<file path="src/sv/sactls_pkg.sv">
package sactls_pkg;

  localparam int unsigned WAYS_DEF       = 4;
  localparam int unsigned SETS_DEF       = 64;
  localparam int unsigned TAG_BITS_DEF   = 20;
  localparam int unsigned LINE_BYTES_DEF = 32;
  localparam int unsigned AGE_BITS_DEF   = 8;

  localparam int unsigned OP_W      = 2;
  localparam int unsigned SET_IN_W  = 6;
  localparam int unsigned TAG_IN_W  = 20;
  localparam int unsigned OFF_IN_W  = 5;
  localparam int unsigned REQ_IN_W  = 4;
  localparam int unsigned ID_W      = 4;
  localparam int unsigned WAY_OUT_W = 2;

  localparam int unsigned IN_DATA_W  = 40;
  localparam int unsigned OUT_DATA_W = 8;

  localparam int unsigned SET_LSB = 0;
  localparam int unsigned TAG_LSB = SET_LSB + SET_IN_W;
  localparam int unsigned OFF_LSB = TAG_LSB + TAG_IN_W;
  localparam int unsigned REQ_LSB = OFF_LSB + OFF_IN_W;

  localparam logic [OP_W-1:0] OP_READ  = 2'd0;
  localparam logic [OP_W-1:0] OP_WRITE = 2'd1;
  localparam logic [OP_W-1:0] OP_SNOOP = 2'd2;

  typedef enum logic [1:0] {
    KIND_ACCESS,
    KIND_INVAL,
    KIND_VALIDATE,
    KIND_NOP
  } kind_e;

  typedef enum logic [1:0] {
    BK_CLEAR,
    BK_FETCH,
    BK_EXEC
  } bk_state_e;

  typedef struct packed {
    logic  valid;
    kind_e kind;
  } q_ctl_t;

  typedef struct packed {
    logic pop;
    logic clearing;
  } bk_stat_t;

endpackage

</file>
<file path="src/sv/sactls_front.sv">
module sactls_front #(
  parameter int unsigned SETS       = sactls_pkg::SETS_DEF,
  parameter int unsigned TAG_BITS   = sactls_pkg::TAG_BITS_DEF,
  parameter int unsigned LINE_BYTES = sactls_pkg::LINE_BYTES_DEF,
  localparam int unsigned SIDX = (SETS > 1) ? $clog2(SETS) : 1
) (
  input  logic                             clk_i,
  input  logic                             rst_ni,
  input  logic [sactls_pkg::ID_W-1:0]      own_id_i,
  input  logic                             s_valid_i,
  output logic                             s_ready_o,
  input  logic [sactls_pkg::OP_W-1:0]      op_i,
  input  logic [sactls_pkg::IN_DATA_W-1:0] data_i,
  input  sactls_pkg::bk_stat_t             stat_i,
  output sactls_pkg::q_ctl_t               ctl_o,
  output logic [SIDX-1:0]                  set_o,
  output logic [TAG_BITS-1:0]              tag_o
);

  localparam int unsigned SET_VALS = 2 ** sactls_pkg::SET_IN_W;
  localparam int unsigned OFF_VALS = 2 ** sactls_pkg::OFF_IN_W;
  localparam int unsigned QDEPTH   = 2;

  logic [SIDX-1:0] set_lut [SET_VALS];
  logic            off_zero_lut [OFF_VALS];

  for (genvar i = 0; i < SET_VALS; i++) begin : g_set_lut
    assign set_lut[i] = SIDX'(i % SETS);
  end

  for (genvar j = 0; j < OFF_VALS; j++) begin : g_off_lut
    assign off_zero_lut[j] = ((j % LINE_BYTES) == 0);
  end

  logic [sactls_pkg::SET_IN_W-1:0] raw_set;
  logic [sactls_pkg::TAG_IN_W-1:0] raw_tag;
  logic [sactls_pkg::OFF_IN_W-1:0] raw_off;
  logic [sactls_pkg::REQ_IN_W-1:0] raw_req;
  logic [TAG_BITS-1:0]             tag_eff;
  logic                            addr_zero;
  sactls_pkg::kind_e               kind;

  always_comb begin
    raw_set   = data_i[sactls_pkg::SET_LSB +: sactls_pkg::SET_IN_W];
    raw_tag   = data_i[sactls_pkg::TAG_LSB +: sactls_pkg::TAG_IN_W];
    raw_off   = data_i[sactls_pkg::OFF_LSB +: sactls_pkg::OFF_IN_W];
    raw_req   = data_i[sactls_pkg::REQ_LSB +: sactls_pkg::REQ_IN_W];
    tag_eff   = TAG_BITS'(raw_tag);
    addr_zero = (tag_eff == '0) && (raw_set == '0) && off_zero_lut[raw_off];
    unique case (op_i)
      sactls_pkg::OP_READ, sactls_pkg::OP_WRITE: kind = sactls_pkg::KIND_ACCESS;
      sactls_pkg::OP_SNOOP: begin
        if (addr_zero) begin
          kind = sactls_pkg::KIND_NOP;
        end else if (raw_req == own_id_i) begin
          kind = sactls_pkg::KIND_VALIDATE;
        end else begin
          kind = sactls_pkg::KIND_INVAL;
        end
      end
      default: kind = sactls_pkg::KIND_NOP;
    endcase
  end

  sactls_pkg::kind_e   ent_kind_q [QDEPTH];
  logic [SIDX-1:0]     ent_set_q  [QDEPTH];
  logic [TAG_BITS-1:0] ent_tag_q  [QDEPTH];
  logic                wp_q, wp_d, rp_q, rp_d;
  logic [1:0]          cnt_q, cnt_d;
  logic                push, pop;

  assign s_ready_o = (cnt_q != 2'(QDEPTH)) && !stat_i.clearing;
  assign push      = s_valid_i && s_ready_o;
  assign pop       = stat_i.pop && (cnt_q != '0);

  always_comb begin
    wp_d  = push ? !wp_q : wp_q;
    rp_d  = pop ? !rp_q : rp_q;
    cnt_d = cnt_q + 2'(push) - 2'(pop);
  end

  always_ff @(posedge clk_i or negedge rst_ni) begin
    if (!rst_ni) begin
      wp_q  <= 1'b0;
      rp_q  <= 1'b0;
      cnt_q <= '0;
    end else begin
      wp_q  <= wp_d;
      rp_q  <= rp_d;
      cnt_q <= cnt_d;
    end
  end

  always_ff @(posedge clk_i) begin
    if (push) begin
      ent_kind_q[wp_q] <= kind;
      ent_set_q[wp_q]  <= set_lut[raw_set];
      ent_tag_q[wp_q]  <= tag_eff;
    end
  end

  assign ctl_o.valid = (cnt_q != '0);
  assign ctl_o.kind  = ent_kind_q[rp_q];
  assign set_o       = ent_set_q[rp_q];
  assign tag_o       = ent_tag_q[rp_q];

endmodule

</file>
<file path="config.mk">
export PLATFORM = sky130hd
export DESIGN_NAME = sactls_front
export DESIGN_NICKNAME = d
export VERILOG_FILES = /design/src/sv/sactls_pkg.sv /design/src/sv/sactls_front.sv
export SDC_FILE = /design/constraint.sdc
export NUM_CORES = 1
export LEC_CHECK = 0
export BUFFER_PORTS_ARGS = -buffer_cell sky130_fd_sc_hd__buf_2
export CAP_MARGIN = 20
export CORE_MARGIN = 2
export CORE_UTILIZATION = 44
export DETAILED_ROUTE_END_ITERATION = 16
export PLACE_DENSITY = 0.74
export SYNTH_ARGS = -nofsm -noshare
export SYNTH_HDL_FRONTEND = slang
export SYNTH_SLANG_ARGS = --single-unit
</file>
<file path="constraint.sdc">
create_clock -name clk_i -period 2.05 [get_ports clk_i]
set_input_delay 0.3075 -clock clk_i [delete_from_list [all_inputs] [get_ports clk_i]]
set_output_delay 0.3075 -clock clk_i [all_outputs]
set_load 0.005 [all_outputs]
</file>
==> results.txt <==
Measured against its own limit, the worst slew margin works out to 73.6%. The run finished with clean final reports. For this run, the leading register cell type out of synthesis is sky130_fd_sc_hd__edfxtp_1. The utilization after layout is 60.2%. The share of cells above drive strength 1 is 57.5%. The die is 77.3 um tall. The minimum clock period after layout came out at 1.78 ns. The number of global-route vias before repair is 1428. Among all stages on the critical path, the largest delay is contributed by sky130_fd_sc_hd__mux2_2.

The global-route total usage across every layer is 15.5%. The worst hold path belongs to the class input port to flip-flop. After technology mapping, the gate count stands at 124. The area used by sequential logic in the layout came out at 1780 um2. In the routed design, unresolved DRC markers number 0.

Summed over all failing endpoints, the final setup total negative slack is 0 ns. The fill cell total of the finished layout came out at 428. The library cell used most frequently in the layout, excluding fill and tap cells, is sky130_fd_sc_hd__buf_2. In the routed layout, each cell is associated on average with a via count of 4.87.

Data on the critical path is required at its endpoint by 1.74 ns. Data arrives at the worst endpoint at 1.47 ns. Setup repair after global routing left no endpoint under its margin. The proportion of power drawn by combinational gates is 25.3%. The count of cells resized by post-cts repair is 0. The first-pass GRT wire length came out at 6.76 mm. The starting density of the core came out at 45.9%. The tree is rooted in a sky130_fd_sc_hd__clkbuf_8.

After synthesis, the cell types taking the most area are sky130_fd_sc_hd__edfxtp_1, sky130_fd_sc_hd__mux2_2, sky130_fd_sc_hd__dfrtp_1. The number of vias after detailed routing is 1406. The peak clock frequency supported by timing came out at 563 MHz.

The number of distinct library cell variants in the gate-level netlist after synthesis came out at 22. The H-tree level count is 3. The cell area power density came out at 1230 nW/um2. The final antenna diode count is 0. The ratio of final minimum period to clock period is 86.6%.

After synthesis, the largest area contributor takes up 71.2% of total cell area. The count of state elements after synthesis came out at 60. The number of pins with negative max-slew slack in the final report is 0. The clock transition at the register clock pins on the worst setup and hold paths after CTS is 0.07 ns. The total CTS buffers is 9. The share of flip-flops with an asynchronous set or reset after synthesis came out at 6.67%. The count of clock tree sinks is 60. The width of the die is 77.3 um. The number of violations reported at the end of detailed-routing iteration 0 is 75.

The peak per-stage delay on the critical path is 0.38 ns. The congestion estimate from routability-driven global placement came to 0.755. Net switching is 24.9% of the power. The setup clock skew after layout is 0.00644 ns.

The worst-case vdd ir drop is 0.000696 V. TritonCTS built the clock tree. Summed over all layers, the routed wires come to 4.29 mm. The number of hold-slack violations in the final timing report came to 0. The largest net degree at the start of global routing came out at 19. In this run the worst path has a maximum fanout of 18. The number of nets in the synthesized netlist came out at 177. The floorplan step defined a die boundary enclosing 5970 um2. The number of nets at the end of the flow is 267. STA classifies the critical path startpoint as a flip-flop.

The internal portion of total power is 2.85 mW. The critical path capture point type is a primary output. The average size of a mapped cell is 19.0 um2. The area of the core is 5140 um2. The half-perimeter wire length of the detailed placement result is 3.02 mm. In this run the tool buffered the top-level ports with 75 buffer cells. Yosys mapped a number of flops with a built-in enable equal to 56. The number of cells in the design after placement came out at 272. The maximum number of buffers from clock root to sink came out at 2. The global-route congestion overflow total is 0. The row count came out at 26. The insertion delay of the later-clocked pin in the worst-skew pair came out at 0.33 ns. The sequential fraction of the synthesis area came out at 75.5%. The post-detailed-route count of antenna-violating nets is 0.

The power share of the sequential group came out at 42.1%. Setup violations remaining at the end of the flow were counted as 0. The non-filler instance count after layout is 289.

The synthesized design spends more area on one cell type than any other, namely sky130_fd_sc_hd__edfxtp_1. The area growth from synthesis to layout is 30.9%. For the pin with the worst max-slew slack, the measured transition is 0.392 ns.

The clock network power share came out at 32.6%. The per-cell routed wire length came out at 14.8 um. The signal on the critical path passes through buf_4, mux2_2, buf_2. The cell area that synthesis handed to floorplanning was 2360 um2. During I/O placement, the number of pins put on the boundary was 81. In the layout the commonest cells are sky130_fd_sc_hd__buf_2, sky130_fd_sc_hd__edfxtp_1, sky130_fd_sc_hd__mux2_2. The max capacitance violation total is 0. The critical setup path kind is flip-flop to primary output. In this run the static leakage power is 1.20 nW. The count of warnings emitted by yosys is 0. The number of antenna violations at the first check in global routing came out at 0. The area of the multi-input gates came out at 554 um2. Summed over all nets, the switching power comes to 943 uW. The detailed-routing iteration count for the pre-antenna-repair pass is 4.
[area by class of cell]
| cell class | count | share of cell area (%) |
|---|---|---|
| Multi-Input combinational cell | 59 | 17.9 |
| Tap cell | 70 | 2.83 |
| Inverter | 2 | 0.243 |
| Sequential cell | 60 | 57.6 |
| Timing Repair Buffer | 82 | 13.9 |
| Clock buffer | 10 | 4.13 |
| Clock inverter | 6 | 3.32 |
[critical path, delay by kind of cell, from the launching register on]
| family | cells | cell delay, ns |
|---|---|---|
| flip-flops | 1 | 0.35 |
| multiplexers | 1 | 0.38 |
| buffers and inverters | 2 | 0.40 |
[metal layers]
| metal | part of all wire, % | up-vias | GRT usage (%) |
|---|---|---|---|
| met1 | 41 | 677 | 17.3 |
| met2 | 50 | 53 | 26.2 |
| met5 | 0 | - | 0 |
| li1 | - | 666 | - |
| met3 | 5.5 | 10 | 3.76 |
| met4 | 2.9 | 0 | 10.2 |
[power by group through the flow]
stage | clock [mW] | sequential [mW] | combinational (mW)
5_1_grt | 1.31 | 1.61 | 1.05
6_report | 1.24 | 1.60 | 0.960
2_1_floorplan | 0 | 1.61 | 0.593
3_5_place_dp | 0 | 1.62 | 0.969
4_1_cts | 1.25 | 1.60 | 0.977
3_3_place_gp | 0 | 1.61 | 0.960
[registers in the layout (all words and copies together), names as in the netlist]
| register | flops |
|---|---|
| wp_q | 1 |
| ent_tag_q | 40 |
| cnt_q | 2 |
| ent_kind_q | 4 |
| ent_set_q | 12 |
| rp_q | 1 |
[what timing repair did]
action                    4_1_cts  5_1_grt
hold buffers                    1        0
hold endpoints to repair        4        0
buffers inserted                0        0
[cell families after synthesis]
kind of cell / Yosys count / synth area share [%]
XOR/XNOR: 8 / 2.97
multiplexers: 28 / 13.4
AND/OR/NAND/NOR: 18 / 5.03
flip-flops: 60 / 75.5
buffers and inverters: 5 / 1.17
adder cells (fa/ha/maj): 2 / 1.06
AO/OA/AOI/OAI: 3 / 0.954
[cell usage after synthesis, types with 2 or more instances]
cell type,n
sky130_fd_sc_hd__ha_1,2
sky130_fd_sc_hd__xor2_1,5
sky130_fd_sc_hd__nor2_1,2
sky130_fd_sc_hd__inv_1,2
sky130_fd_sc_hd__edfxtp_1,56
sky130_fd_sc_hd__buf_4,2
sky130_fd_sc_hd__xnor2_1,3
sky130_fd_sc_hd__dfrtp_1,4
sky130_fd_sc_hd__nor4_1,7
sky130_fd_sc_hd__nand4_1,2
sky130_fd_sc_hd__mux2_2,28
[path summary, 6_finish.rpt]
check	start	to	slack, ns	cells after the start
max	rp_q	tag_o[10]	0.27	3
min	data_i[17]	ent_tag_q[0][11]	0.18	1
max reg2reg	cnt_q[1]	cnt_q[1]	0.30	7
min reg2reg	cnt_q[1]	cnt_q[1]	0.50	1
max in group asynchronous	rst_ni	wp_q	1.62	2
min in group asynchronous	rst_ni	rp_q	0.30	2
[through the flow]
| step | instance area (um2) | worst slack, ns | power, mW | hold WS (ns) |
|---|---|---|---|---|
| floorplan | 2360 | 0.151 | 2.20 | 0.0119 |
| global placement | 2850 | 0.323 | 2.57 | 0.120 |
| detailed placement | 2850 | 0.311 | 2.59 | 0.122 |
| CTS | 3090 | 0.252 | 3.83 | 0.167 |
| global route | 3090 | 0.169 | 3.97 | 0.169 |
| finish | 3090 | 0.275 | 3.79 | 0.177 |
Note: power is estimated with default switching activity, not from simulation.
